`src/rtl/ppr_pkg.sv`:
```
// ----------------------------------------------------------------------------
// ppr_pkg
// Shared types, codes and constants of the ping-pong responder.
// ----------------------------------------------------------------------------
package ppr_pkg;

    localparam int DEF_CACHE_ENTRIES = 8;

    // event kinds
    localparam logic [1:0] REQ_BUTTON = 2'd0;
    localparam logic [1:0] REQ_PACKET = 2'd1;
    localparam logic [1:0] REQ_TICK   = 2'd2;

    // packet type bytes
    localparam logic [7:0] KIND_PING = 8'h50;
    localparam logic [7:0] KIND_PONG = 8'h60;

    localparam logic [23:0] BROADCAST_ID = 24'hFFFFFF;
    localparam logic [15:0] MAX_U16      = 16'hFFFF;

    // result actions
    localparam logic [2:0] ACT_NONE    = 3'd0;
    localparam logic [2:0] ACT_PING    = 3'd1;
    localparam logic [2:0] ACT_PONG    = 3'd2;
    localparam logic [2:0] ACT_MATCH   = 3'd3;
    localparam logic [2:0] ACT_TIMEOUT = 3'd4;

    // register map
    localparam int         APB_ADDR_W       = 4;
    localparam logic [1:0] REG_OWN_ID       = 2'd0;
    localparam logic [1:0] REG_REPLY_TMO    = 2'd1;
    localparam logic [1:0] REG_DEDUP_WINDOW = 2'd2;

    localparam logic [15:0] RST_REPLY_TMO    = 16'd1000;
    localparam logic [15:0] RST_DEDUP_WINDOW = 16'd10000;

    // cache entry layout: source, sequence, time stamp
    localparam int ENTRY_W = 24 + 16 + 32;

    typedef struct packed {
        logic [1:0]         req_type;
        logic [7:0]         pkt_kind;
        logic [23:0]        pkt_source;
        logic [23:0]        pkt_dest;
        logic [15:0]        pkt_sequence;
        logic signed [7:0]  pkt_peer_rssi;
        logic signed [7:0]  pkt_peer_snr;
        logic signed [7:0]  meas_rssi;
        logic signed [7:0]  meas_snr;
    } t_in_word;

    typedef struct packed {
        logic [2:0]         action;
        logic [7:0]         out_kind;
        logic [23:0]        out_dest;
        logic [15:0]        out_sequence;
        logic signed [7:0]  out_rssi;
        logic signed [7:0]  out_snr;
        logic [15:0]        round_trip_ms;
        logic [15:0]        pings_sent;
        logic [15:0]        pongs_matched;
        logic [15:0]        timeouts_seen;
        logic [15:0]        replies_sent;
    } t_out_word;

    typedef struct packed {
        logic [23:0] own_id;
        logic [15:0] reply_timeout_ms;
        logic [15:0] dedup_window_ms;
    } t_cfg;

    typedef enum logic [1:0] {
        ST_IDLE,
        ST_SCAN,
        ST_DRAIN,
        ST_COMMIT
    } t_state;

    // controller -> datapath
    typedef struct packed {
        logic start;
        logic scan_rd;
        logic commit;
    } t_cmd;

    // datapath -> controller
    typedef struct packed {
        logic need_scan;
        logic scan_last;
        logic out_free;
    } t_status;

endpackage

```
`src/rtl/ppr_ram.sv`:
```
// ----------------------------------------------------------------------------
// ppr_ram
// Generic single-write, single-read RAM with registered read data.
// ----------------------------------------------------------------------------
module ppr_ram #(
    parameter int WIDTH = 8,
    parameter int DEPTH = 8,
    localparam int AW   = (DEPTH > 1) ? $clog2(DEPTH) : 1
) (
    input  logic             i_clk,
    input  logic             i_wr_en,
    input  logic [AW-1:0]    i_wr_addr,
    input  logic [WIDTH-1:0] i_wr_data,
    input  logic             i_rd_en,
    input  logic [AW-1:0]    i_rd_addr,
    output logic [WIDTH-1:0] o_rd_data
);

    logic [WIDTH-1:0] r_mem [DEPTH];
    logic [WIDTH-1:0] r_rd_data;

    always_ff @(posedge i_clk) begin
        if (i_wr_en) begin
            r_mem[i_wr_addr] <= i_wr_data;
        end
        if (i_rd_en) begin
            r_rd_data <= r_mem[i_rd_addr];
        end
    end

    assign o_rd_data = r_rd_data;

endmodule

```
`src/rtl/ppr_cfg.sv`:
```
// ----------------------------------------------------------------------------
// ppr_cfg
// APB register file: own ID, reply timeout and dedup window.
// ----------------------------------------------------------------------------
module ppr_cfg (
    input  logic                          i_clk,
    input  logic                          i_rst_n,
    input  logic                          psel,
    input  logic                          penable,
    input  logic                          pwrite,
    input  logic [ppr_pkg::APB_ADDR_W-1:0] paddr,
    input  logic [31:0]                   pwdata,
    output logic [31:0]                   prdata,
    output logic                          pready,
    output ppr_pkg::t_cfg                 o_cfg
);

    logic [23:0] r_own_id;
    logic [15:0] r_reply_tmo;
    logic [15:0] r_dedup_window;
    logic        w_wr;
    logic [1:0]  w_idx;

    assign w_wr  = psel & penable & pwrite;
    assign w_idx = paddr[3:2];

    always_ff @(posedge i_clk) begin
        if (!i_rst_n) begin
            r_own_id       <= '0;
            r_reply_tmo    <= ppr_pkg::RST_REPLY_TMO;
            r_dedup_window <= ppr_pkg::RST_DEDUP_WINDOW;
        end else if (w_wr) begin
            case (w_idx)
                ppr_pkg::REG_OWN_ID:       r_own_id       <= pwdata[23:0];
                ppr_pkg::REG_REPLY_TMO:    r_reply_tmo    <= pwdata[15:0];
                ppr_pkg::REG_DEDUP_WINDOW: r_dedup_window <= pwdata[15:0];
                default: ;
            endcase
        end
    end

    always_comb begin
        case (w_idx)
            ppr_pkg::REG_OWN_ID:       prdata = {8'd0, r_own_id};
            ppr_pkg::REG_REPLY_TMO:    prdata = {16'd0, r_reply_tmo};
            ppr_pkg::REG_DEDUP_WINDOW: prdata = {16'd0, r_dedup_window};
            default:                   prdata = '0;
        endcase
    end

    assign pready = 1'b1;

    assign o_cfg.own_id           = r_own_id;
    assign o_cfg.reply_timeout_ms = r_reply_tmo;
    assign o_cfg.dedup_window_ms  = r_dedup_window;

endmodule

```
`src/rtl/ppr_ctrl.sv`:
```
// ----------------------------------------------------------------------------
// ppr_ctrl
// Sequencer: accepts a word, runs the cache scan if needed, commits result.
// ----------------------------------------------------------------------------
module ppr_ctrl (
    input  logic             i_clk,
    input  logic             i_rst_n,
    input  logic             i_in_valid,
    output logic             o_in_ready,
    input  ppr_pkg::t_status i_status,
    output ppr_pkg::t_cmd    o_cmd
);

    ppr_pkg::t_state r_state;
    ppr_pkg::t_state n_state;

    always_ff @(posedge i_clk) begin
        if (!i_rst_n) begin
            r_state <= ppr_pkg::ST_IDLE;
        end else begin
            r_state <= n_state;
        end
    end

    always_comb begin
        n_state    = r_state;
        o_cmd      = '0;
        o_in_ready = 1'b0;
        case (r_state)
            ppr_pkg::ST_IDLE: begin
                o_in_ready = 1'b1;
                if (i_in_valid) begin
                    o_cmd.start = 1'b1;
                    n_state = i_status.need_scan ? ppr_pkg::ST_SCAN : ppr_pkg::ST_COMMIT;
                end
            end
            ppr_pkg::ST_SCAN: begin
                o_cmd.scan_rd = 1'b1;
                if (i_status.scan_last) begin
                    n_state = ppr_pkg::ST_DRAIN;
                end
            end
            // last read data is compared here
            ppr_pkg::ST_DRAIN: begin
                n_state = ppr_pkg::ST_COMMIT;
            end
            ppr_pkg::ST_COMMIT: begin
                if (i_status.out_free) begin
                    o_cmd.commit = 1'b1;
                    n_state = ppr_pkg::ST_IDLE;
                end
            end
            default: begin
                n_state = ppr_pkg::ST_IDLE;
            end
        endcase
    end

endmodule

```
`src/rtl/ppr_dp.sv`:
```
// ----------------------------------------------------------------------------
// ppr_dp
// Datapath: protocol state, event counters, dedup cache and output register.
// ----------------------------------------------------------------------------
module ppr_dp #(
    parameter int CACHE_ENTRIES = ppr_pkg::DEF_CACHE_ENTRIES
) (
    input  logic               i_clk,
    input  logic               i_rst_n,
    input  ppr_pkg::t_cfg      i_cfg,
    input  ppr_pkg::t_in_word  i_in_word,
    input  ppr_pkg::t_cmd      i_cmd,
    output ppr_pkg::t_status   o_status,
    output logic               o_out_valid,
    input  logic               i_out_ready,
    output ppr_pkg::t_out_word o_out_word
);

    localparam int         IDX_W    = (CACHE_ENTRIES > 1) ? $clog2(CACHE_ENTRIES) : 1;
    localparam logic [IDX_W-1:0] LAST_IDX = IDX_W'(CACHE_ENTRIES - 1);

    ppr_pkg::t_in_word  r_in;
    ppr_pkg::t_out_word r_out_word;
    ppr_pkg::t_out_word n_out_word;
    logic               r_out_valid;

    logic               r_waiting,   n_waiting;
    logic [15:0]        r_own_seq,   n_own_seq;
    logic [15:0]        r_elapsed,   n_elapsed;
    logic [31:0]        r_ms_clock,  n_ms_clock;
    logic [15:0]        r_cnt_pings, n_cnt_pings;
    logic [15:0]        r_cnt_match, n_cnt_match;
    logic [15:0]        r_cnt_tmo,   n_cnt_tmo;
    logic [15:0]        r_cnt_reply, n_cnt_reply;
    logic               w_insert;

    logic [CACHE_ENTRIES-1:0] r_valid;
    logic [IDX_W-1:0]         r_next;
    logic [IDX_W-1:0]         r_scan_idx;
    logic [IDX_W-1:0]         r_cmp_idx;
    logic                     r_cmp_vld;
    logic                     r_dup;

    logic [ppr_pkg::ENTRY_W-1:0] w_rd_data;
    logic [23:0]                 w_rd_src;
    logic [15:0]                 w_rd_seq;
    logic [31:0]                 w_rd_stamp;
    logic [31:0]                 w_age;
    logic                        w_hit;

    // ---------------------------------------------------------------- status
    assign o_status.need_scan = (i_in_word.req_type == ppr_pkg::REQ_PACKET) && !r_waiting &&
                                (i_in_word.pkt_kind == ppr_pkg::KIND_PING) &&
                                (i_in_word.pkt_source != i_cfg.own_id);
    assign o_status.scan_last = (r_scan_idx == LAST_IDX);
    assign o_status.out_free  = !r_out_valid || i_out_ready;

    // ---------------------------------------------------------------- cache
    ppr_ram #(
        .WIDTH (ppr_pkg::ENTRY_W),
        .DEPTH (CACHE_ENTRIES)
    ) u_cache (
        .i_clk     (i_clk),
        .i_wr_en   (i_cmd.commit && w_insert),
        .i_wr_addr (r_next),
        .i_wr_data ({r_in.pkt_source, r_in.pkt_sequence, r_ms_clock}),
        .i_rd_en   (i_cmd.scan_rd),
        .i_rd_addr (r_scan_idx),
        .o_rd_data (w_rd_data)
    );

    assign w_rd_src   = w_rd_data[71:48];
    assign w_rd_seq   = w_rd_data[47:32];
    assign w_rd_stamp = w_rd_data[31:0];
    assign w_age      = r_ms_clock - w_rd_stamp;
    assign w_hit      = r_cmp_vld && r_valid[r_cmp_idx] &&
                        (w_rd_src == r_in.pkt_source) &&
                        (w_rd_seq == r_in.pkt_sequence) &&
                        (w_age < {16'd0, i_cfg.dedup_window_ms});

    always_ff @(posedge i_clk) begin
        if (!i_rst_n) begin
            r_scan_idx <= '0;
            r_cmp_idx  <= '0;
            r_cmp_vld  <= 1'b0;
            r_dup      <= 1'b0;
        end else begin
            r_cmp_vld <= i_cmd.scan_rd;
            r_cmp_idx <= r_scan_idx;
            if (i_cmd.start) begin
                r_scan_idx <= '0;
                r_dup      <= 1'b0;
            end else begin
                if (i_cmd.scan_rd) begin
                    r_scan_idx <= o_status.scan_last ? '0 : r_scan_idx + 1'b1;
                end
                if (w_hit) begin
                    r_dup <= 1'b1;
                end
            end
        end
    end

    // ---------------------------------------------------------------- result
    always_comb begin
        n_out_word  = '0;
        n_waiting   = r_waiting;
        n_own_seq   = r_own_seq;
        n_elapsed   = r_elapsed;
        n_ms_clock  = r_ms_clock;
        n_cnt_pings = r_cnt_pings;
        n_cnt_match = r_cnt_match;
        n_cnt_tmo   = r_cnt_tmo;
        n_cnt_reply = r_cnt_reply;
        w_insert    = 1'b0;
        n_out_word.action = ppr_pkg::ACT_NONE;
        case (r_in.req_type)
            ppr_pkg::REQ_BUTTON: begin
                if (!r_waiting) begin
                    n_own_seq   = r_own_seq + 16'd1;
                    n_cnt_pings = r_cnt_pings + 16'd1;
                    n_waiting   = 1'b1;
                    n_elapsed   = '0;
                    n_out_word.action       = ppr_pkg::ACT_PING;
                    n_out_word.out_kind     = ppr_pkg::KIND_PING;
                    n_out_word.out_dest     = ppr_pkg::BROADCAST_ID;
                    n_out_word.out_sequence = n_own_seq;
                end
            end
            ppr_pkg::REQ_PACKET: begin
                if (r_waiting) begin
                    if ((r_in.pkt_kind == ppr_pkg::KIND_PONG) &&
                        (r_in.pkt_sequence == r_own_seq) &&
                        (r_in.pkt_dest == i_cfg.own_id)) begin
                        n_cnt_match = r_cnt_match + 16'd1;
                        n_waiting   = 1'b0;
                        n_out_word.action        = ppr_pkg::ACT_MATCH;
                        n_out_word.out_sequence  = r_in.pkt_sequence;
                        n_out_word.out_rssi      = r_in.pkt_peer_rssi;
                        n_out_word.out_snr       = r_in.pkt_peer_snr;
                        n_out_word.round_trip_ms = r_elapsed;
                    end
                end else if ((r_in.pkt_kind == ppr_pkg::KIND_PING) &&
                             (r_in.pkt_source != i_cfg.own_id) && !r_dup) begin
                    w_insert    = 1'b1;
                    n_cnt_reply = r_cnt_reply + 16'd1;
                    n_out_word.action       = ppr_pkg::ACT_PONG;
                    n_out_word.out_kind     = ppr_pkg::KIND_PONG;
                    n_out_word.out_dest     = r_in.pkt_source;
                    n_out_word.out_sequence = r_in.pkt_sequence;
                    n_out_word.out_rssi     = r_in.meas_rssi;
                    n_out_word.out_snr      = r_in.meas_snr;
                end
            end
            ppr_pkg::REQ_TICK: begin
                n_ms_clock = r_ms_clock + 32'd1;
                if (r_waiting) begin
                    if (r_elapsed != ppr_pkg::MAX_U16) begin
                        n_elapsed = r_elapsed + 16'd1;
                    end
                    if (n_elapsed >= i_cfg.reply_timeout_ms) begin
                        n_cnt_tmo = r_cnt_tmo + 16'd1;
                        n_waiting = 1'b0;
                        n_out_word.action       = ppr_pkg::ACT_TIMEOUT;
                        n_out_word.out_sequence = r_own_seq;
                    end
                end
            end
            default: ;
        endcase
        n_out_word.pings_sent    = n_cnt_pings;
        n_out_word.pongs_matched = n_cnt_match;
        n_out_word.timeouts_seen = n_cnt_tmo;
        n_out_word.replies_sent  = n_cnt_reply;
    end

    // ---------------------------------------------------------------- state
    always_ff @(posedge i_clk) begin
        if (!i_rst_n) begin
            r_waiting   <= 1'b0;
            r_own_seq   <= '0;
            r_elapsed   <= '0;
            r_ms_clock  <= '0;
            r_cnt_pings <= '0;
            r_cnt_match <= '0;
            r_cnt_tmo   <= '0;
            r_cnt_reply <= '0;
            r_valid     <= '0;
            r_next      <= '0;
            r_out_valid <= 1'b0;
        end else begin
            if (i_cmd.commit) begin
                r_waiting   <= n_waiting;
                r_own_seq   <= n_own_seq;
                r_elapsed   <= n_elapsed;
                r_ms_clock  <= n_ms_clock;
                r_cnt_pings <= n_cnt_pings;
                r_cnt_match <= n_cnt_match;
                r_cnt_tmo   <= n_cnt_tmo;
                r_cnt_reply <= n_cnt_reply;
                if (w_insert) begin
                    r_valid[r_next] <= 1'b1;
                    r_next <= (r_next == LAST_IDX) ? '0 : r_next + 1'b1;
                end
                r_out_valid <= 1'b1;
            end else if (i_out_ready) begin
                r_out_valid <= 1'b0;
            end
        end
    end

    always_ff @(posedge i_clk) begin
        if (i_cmd.start) begin
            r_in <= i_in_word;
        end
        if (i_cmd.commit) begin
            r_out_word <= n_out_word;
        end
    end

    assign o_out_valid = r_out_valid;
    assign o_out_word  = r_out_word;

endmodule

```
`src/rtl/ping_pong_responder_dedup_top.sv`:
```
// ----------------------------------------------------------------------------
// ping_pong_responder_dedup_top
// Ping-pong responder with a ring cache that suppresses duplicate PINGs.
// ----------------------------------------------------------------------------
// Sequence: a button, tick or non-PING packet word goes from acceptance
//   through the commit state into the output register; a PING from another
//   node while idle first runs the cache scan (one entry per cycle through the
//   single read port of the cache RAM) and a drain state. Commit waits while
//   the output register holds an untaken result. One word is in work at a time;
//   a result may wait in the output register while the next word is taken in.
// Reset: synchronous, active low; clears protocol state, counters and cache
//   valid bits at once (no clearing pass), registers return to defaults.
module ping_pong_responder_dedup_top #(
    parameter int CACHE_ENTRIES = ppr_pkg::DEF_CACHE_ENTRIES
) (
    input  logic                           i_clk,
    input  logic                           i_rst_n,
    input  logic                           i_in_valid,
    output logic                           o_in_ready,
    input  ppr_pkg::t_in_word              i_in_word,
    output logic                           o_out_valid,
    input  logic                           i_out_ready,
    output ppr_pkg::t_out_word             o_out_word,
    input  logic                           psel,
    input  logic                           penable,
    input  logic                           pwrite,
    input  logic [ppr_pkg::APB_ADDR_W-1:0] paddr,
    input  logic [31:0]                    pwdata,
    output logic [31:0]                    prdata,
    output logic                           pready
);

    ppr_pkg::t_cfg    w_cfg;
    ppr_pkg::t_cmd    w_cmd;
    ppr_pkg::t_status w_status;

    ppr_cfg u_cfg (
        .i_clk   (i_clk),
        .i_rst_n (i_rst_n),
        .psel    (psel),
        .penable (penable),
        .pwrite  (pwrite),
        .paddr   (paddr),
        .pwdata  (pwdata),
        .prdata  (prdata),
        .pready  (pready),
        .o_cfg   (w_cfg)
    );

    ppr_ctrl u_ctrl (
        .i_clk      (i_clk),
        .i_rst_n    (i_rst_n),
        .i_in_valid (i_in_valid),
        .o_in_ready (o_in_ready),
        .i_status   (w_status),
        .o_cmd      (w_cmd)
    );

    ppr_dp #(
        .CACHE_ENTRIES (CACHE_ENTRIES)
    ) u_dp (
        .i_clk       (i_clk),
        .i_rst_n     (i_rst_n),
        .i_cfg       (w_cfg),
        .i_in_word   (i_in_word),
        .i_cmd       (w_cmd),
        .o_status    (w_status),
        .o_out_valid (o_out_valid),
        .i_out_ready (i_out_ready),
        .o_out_word  (o_out_word)
    );

    // one word in flight: no second acceptance right after one
    a_single_item: assert property (@(posedge i_clk) disable iff (!i_rst_n)
        (i_in_valid && o_in_ready) |=> !o_in_ready)
        else $error("word accepted while previous one still in work");

    // a commit always lands in the output register
    a_commit_shows: assert property (@(posedge i_clk) disable iff (!i_rst_n)
        w_cmd.commit |=> o_out_valid)
        else $error("committed result not presented");

    // no cache reads or commits while the input side is open
    a_scan_closed: assert property (@(posedge i_clk) disable iff (!i_rst_n)
        o_in_ready |-> !w_cmd.scan_rd && !w_cmd.commit)
        else $error("scan or commit while idle");

    a_action_code: assert property (@(posedge i_clk) disable iff (!i_rst_n)
        o_out_valid |-> (o_out_word.action <= ppr_pkg::ACT_TIMEOUT))
        else $error("bad action code");

endmodule
```
`config.mk`:
```
export PLATFORM = sky130hd
export DESIGN_NAME = ping_pong_responder_dedup_top
export DESIGN_NICKNAME = d
export VERILOG_FILES = /design/src/rtl/ppr_pkg.sv /design/src/rtl/ppr_ram.sv /design/src/rtl/ppr_cfg.sv /design/src/rtl/ppr_ctrl.sv /design/src/rtl/ppr_dp.sv /design/src/rtl/ping_pong_responder_dedup_top.sv
export SDC_FILE = /design/constraint.sdc
export NUM_CORES = 2
export LEC_CHECK = 0
export BUFFER_PORTS_ARGS = -buffer_cell sky130_fd_sc_hd__clkbuf_2
export CORE_ASPECT_RATIO = 1.25
export CORE_MARGIN = 2
export CORE_UTILIZATION = 25
export DETAILED_ROUTE_END_ITERATION = 6
export MAX_ROUTING_LAYER = met4
export PLACE_DENSITY = 0.4
export REMOVE_ABC_BUFFERS = 1
export SLEW_MARGIN = 20
export SYNTH_ARGS = -nofsm -noshare
export SYNTH_HDL_FRONTEND = slang
export SYNTH_SLANG_ARGS = --single-unit
export TNS_END_PERCENT = 100
```
`constraint.sdc`:
```
create_clock -name i_clk -period 16.7 [get_ports i_clk]
set_clock_uncertainty 0.2 [all_clocks]
set_input_delay 3.34 -clock i_clk [delete_from_list [all_inputs] [get_ports i_clk]]
set_output_delay 3.34 -clock i_clk [all_outputs]
set_load 0.005 [all_outputs]
```
==> impl_metrics.env <==
export IMPL_wirelength_mm=150
export IMPL_power_density_nw_per_um2=122
export IMPL_syn_area_um2=46800
export IMPL_syn_avg_cell_area_um2=14.3
export IMPL_cts_resized=0
export IMPL_fin_cells=6263
export IMPL_ys_types=82
export IMPL_htree_levels=3
export IMPL_synth_seq_cells=1103
export IMPL_nNetsFinal=3832
export IMPL_ff2ff_setup_slack_ns=11.03
export IMPL_place_congestion=0.817
export IMPL_clk_latency_ns=0.77
export IMPL_p_sw_mw=1.74
export IMPL_grt_use_total_pct=16.0
export IMPL_final_common_cell="edfxtp_1"
export IMPL_grt_max_degree=112
export IMPL_core_rowCount=177
export IMPL_viasPerCell=4.52
export IMPL_final_layout_size_suffix_gt1_share_pct=22.5
export IMPL_min_period_ns=8.59
export IMPL_min_period_over_period_pct=51.4
export IMPL_met2_length_mm=63.9
export IMPL_power_internal_mw=5.07
export IMPL_drtIter0Drc=2119
export IMPL_clockBufferDepth=3
export IMPL_clkSlewWorstSetupHoldPaths_ns=0.06
export IMPL_holdPathStages=1
export IMPL_yosysSeqAreaShare_pct=66.3
export IMPL_switching_share_pct=25.6
export IMPL_grt_pass1_vias=28900
export IMPL_wl_met3_mm=14.5
export IMPL_synth_top_area_share_pct=57.4
export IMPL_ir_drop_mv=0.0969
export IMPL_arrival_ns=5.05
export IMPL_critical_path_required_ns=13.16
export IMPL_ant_nets=0
export IMPL_antenna_found_initial=56
export IMPL_async_flop_share_pct=0
export IMPL_postCtsHoldBufs=0
export IMPL_worst_pin_slew_ns=1.07
export IMPL_top_layer_used="met4"
export IMPL_fin_ws_ns=8.11
export IMPL_final_cell_mix="edfxtp_1, clkbuf_2, nand2_1"
export IMPL_root_buffer="clkbuf_16"
export IMPL_grt_pass1_wl_mm=213
export IMPL_drv_slew=0
export IMPL_grt_overflow_total=0
export IMPL_seqPwrFrac_pct=48.7
export IMPL_port_buffers=306
export IMPL_start_kind="input port"
export IMPL_start_util_pct=25.2
export IMPL_fp_coreArea_um2=186000
export IMPL_synth_largest_area_cell="edfxtp_1"
export IMPL_wl_per_cell_um=23.9
export IMPL_vias=28300
export IMPL_r2r_cells=17
export IMPL_rsz0062_at_grt="no"
export IMPL_synth_edff_count=896
export IMPL_clock_sinks=1103
export IMPL_area_delta_synth_final_pct=18.9
export IMPL_cts_tree="built"
export IMPL_setup_violations=0
export IMPL_cts_buffers=119
export IMPL_drcViolationCount=0
export IMPL_pin_count=331
export IMPL_fp_dieH_um=488
export IMPL_cts_setup_buffers=0
export IMPL_drv_cap=0
export IMPL_dp_hpwl_mm=98.4
export IMPL_dr_pass1_iters=6
export IMPL_dp_cells=5985
export IMPL_end_kind="output port"
export IMPL_yosys_warnings=0
export IMPL_power_frac_comb_pct=10.1
export IMPL_clkPwrFrac_pct=41.2
export IMPL_hold_viol_final=0
export IMPL_leakage_nw=19.3
export IMPL_synthTopCellsByArea="edfxtp_1, dfxtp_1, mux4_2, xor2_1, xnor2_1"
export IMPL_synth_main_ff_cell="edfxtp_1"
export IMPL_pre_cts_ws_ns=8.09
export IMPL_status="complete, no violations"
export IMPL_hold_class="reg2reg"
export IMPL_die_area_um2=191000
export IMPL_synth_cells=3273
export IMPL_relSlewSlack_pct=28.6
export IMPL_critPathKind="in2out"
export IMPL_die_x_um=391
export IMPL_fin_tns_setup_ns=0
export IMPL_crit_path_max_fanout=23
export IMPL_drt_met1_wl_mm=69.0
export IMPL_fmax_mhz=116
-- cells in the mapped netlist, types with 13 or more instances --
| master | n |
|---|---|
| nand3_1 | 81 |
| nand2_1 | 298 |
| o211ai_1 | 16 |
| o21ai_0 | 54 |
| mux4_2 | 146 |
| xnor2_1 | 134 |
| or3_1 | 18 |
| nor4_1 | 29 |
| and2_1 | 40 |
| inv_1 | 99 |
| or4_1 | 13 |
| nand4_1 | 51 |
| nor2_1 | 212 |
| and3_1 | 32 |
| nand2b_1 | 16 |
| buf_4 | 15 |
| a22oi_1 | 38 |
| mux2i_1 | 24 |
| edfxtp_1 | 896 |
| a21o_1 | 24 |
| buf_1 | 26 |
| o31ai_1 | 20 |
| nor3_1 | 49 |
| ha_1 | 82 |
| xor2_1 | 157 |
| dfxtp_1 | 207 |
| mux2_2 | 77 |
| clkbuf_1 | 128 |
| a21oi_1 | 152 |
-- worst max-delay path, stage by stage --
cell and delay [ns]:
clkbuf_2 0.55, nor2b_2 0.26, buf_4 0.33, nand2_1 0.08
o21ai_0 0.10, buf_4 0.22, clkbuf_2 0.14
-- final timing paths --
path | start | end
setup / recovery | paddr[3] | prdata[5]
hold / removal | u_dp.r_valid[2] | u_dp.r_valid[2]
setup reg to reg | u_dp.r_ms_clock[1] | u_dp.r_dup
hold reg to reg | u_dp.r_valid[2] | u_dp.r_valid[2]
-- metrics by stage --
step	total power, mW	utilization (%)	hold slack (ns)	instance area, µm²
global placement	4.10	27.6	0.244	51500
floorplan	3.77	-	0.235	46100
detailed placement	4.10	27.6	0.250	51500
global route	7.09	29.9	0.295	55700
CTS	6.93	29.8	0.266	55600
finish	6.82	29.9	0.264	55700
-- layer usage --
| layer | up-vias | GRT usage, % |
|---|---|---|
| li1 | 13000 | - |
| met1 | 14500 | 21.7 |
| met2 | 763 | 22.9 |
| met3 | 150 | 5.73 |
| met4 | 0 | 3.67 |
| met5 | - | - |
-- logic make-up (layout without fill, tap and decap cells) --
kind of cell               after synthesis  count (layout)  synth area share, %
and+or+nand+nor                        883             883                 9.04
muxes                                  247             247                 9.38
adders and majority gates               83              83                 2.23
xor gates and xnor gates               291             291                 5.44
DFF                                   1103            1103                 66.3
other                                    2              65               0.0160
buffers and inverters                  279             700                 2.39
AOI/OAI and AO/OA                      385             385                 5.21
-- cell type report --
class                           count  area (µm²)
Fill cell                       18800      131000
Sequential cell                  1103       31100
Multi-Input combinational cell   1903       14800
Clock buffer                      164        3360
Tap cell                         2506        3140
Timing Repair Buffer              372        2040
Clock inverter                     63         767
Inverter                          101         392
Antenna cell                       51         128
-- registers in the layout, summed over array words and instances (netlist names), 2 cells and up --
signal,count
u_dp.u_cache.o_rd_data,72
u_cfg.r_reply_tmo,16
u_dp.r_cnt_pings,16
u_dp.r_elapsed,16
u_dp.r_cnt_match,16
u_dp.r_ms_clock,32
u_dp.r_scan_idx,3
u_dp.r_valid,8
u_dp.r_cmp_idx,3
u_dp.r_next,3
u_dp.r_cnt_reply,16
u_dp.u_cache.r_mem,576
u_dp.o_out_word,142
u_dp.r_cnt_tmo,16
u_dp.r_in,106
u_cfg.r_dedup_window,16
u_cfg.r_own_id,24
u_ctrl.r_state,2
u_dp.r_own_seq,16
-- power groups by stage --
stage	clock [mW]	sequential (mW)	combinational, mW
floorplan	0	3.38	0.392
global placement	0	3.38	0.715
detailed placement	0	3.38	0.715
CTS	2.89	3.33	0.717
global route	2.99	3.34	0.758
finish	2.81	3.32	0.691
No activity file was read; power rests on OpenSTA's default activity.
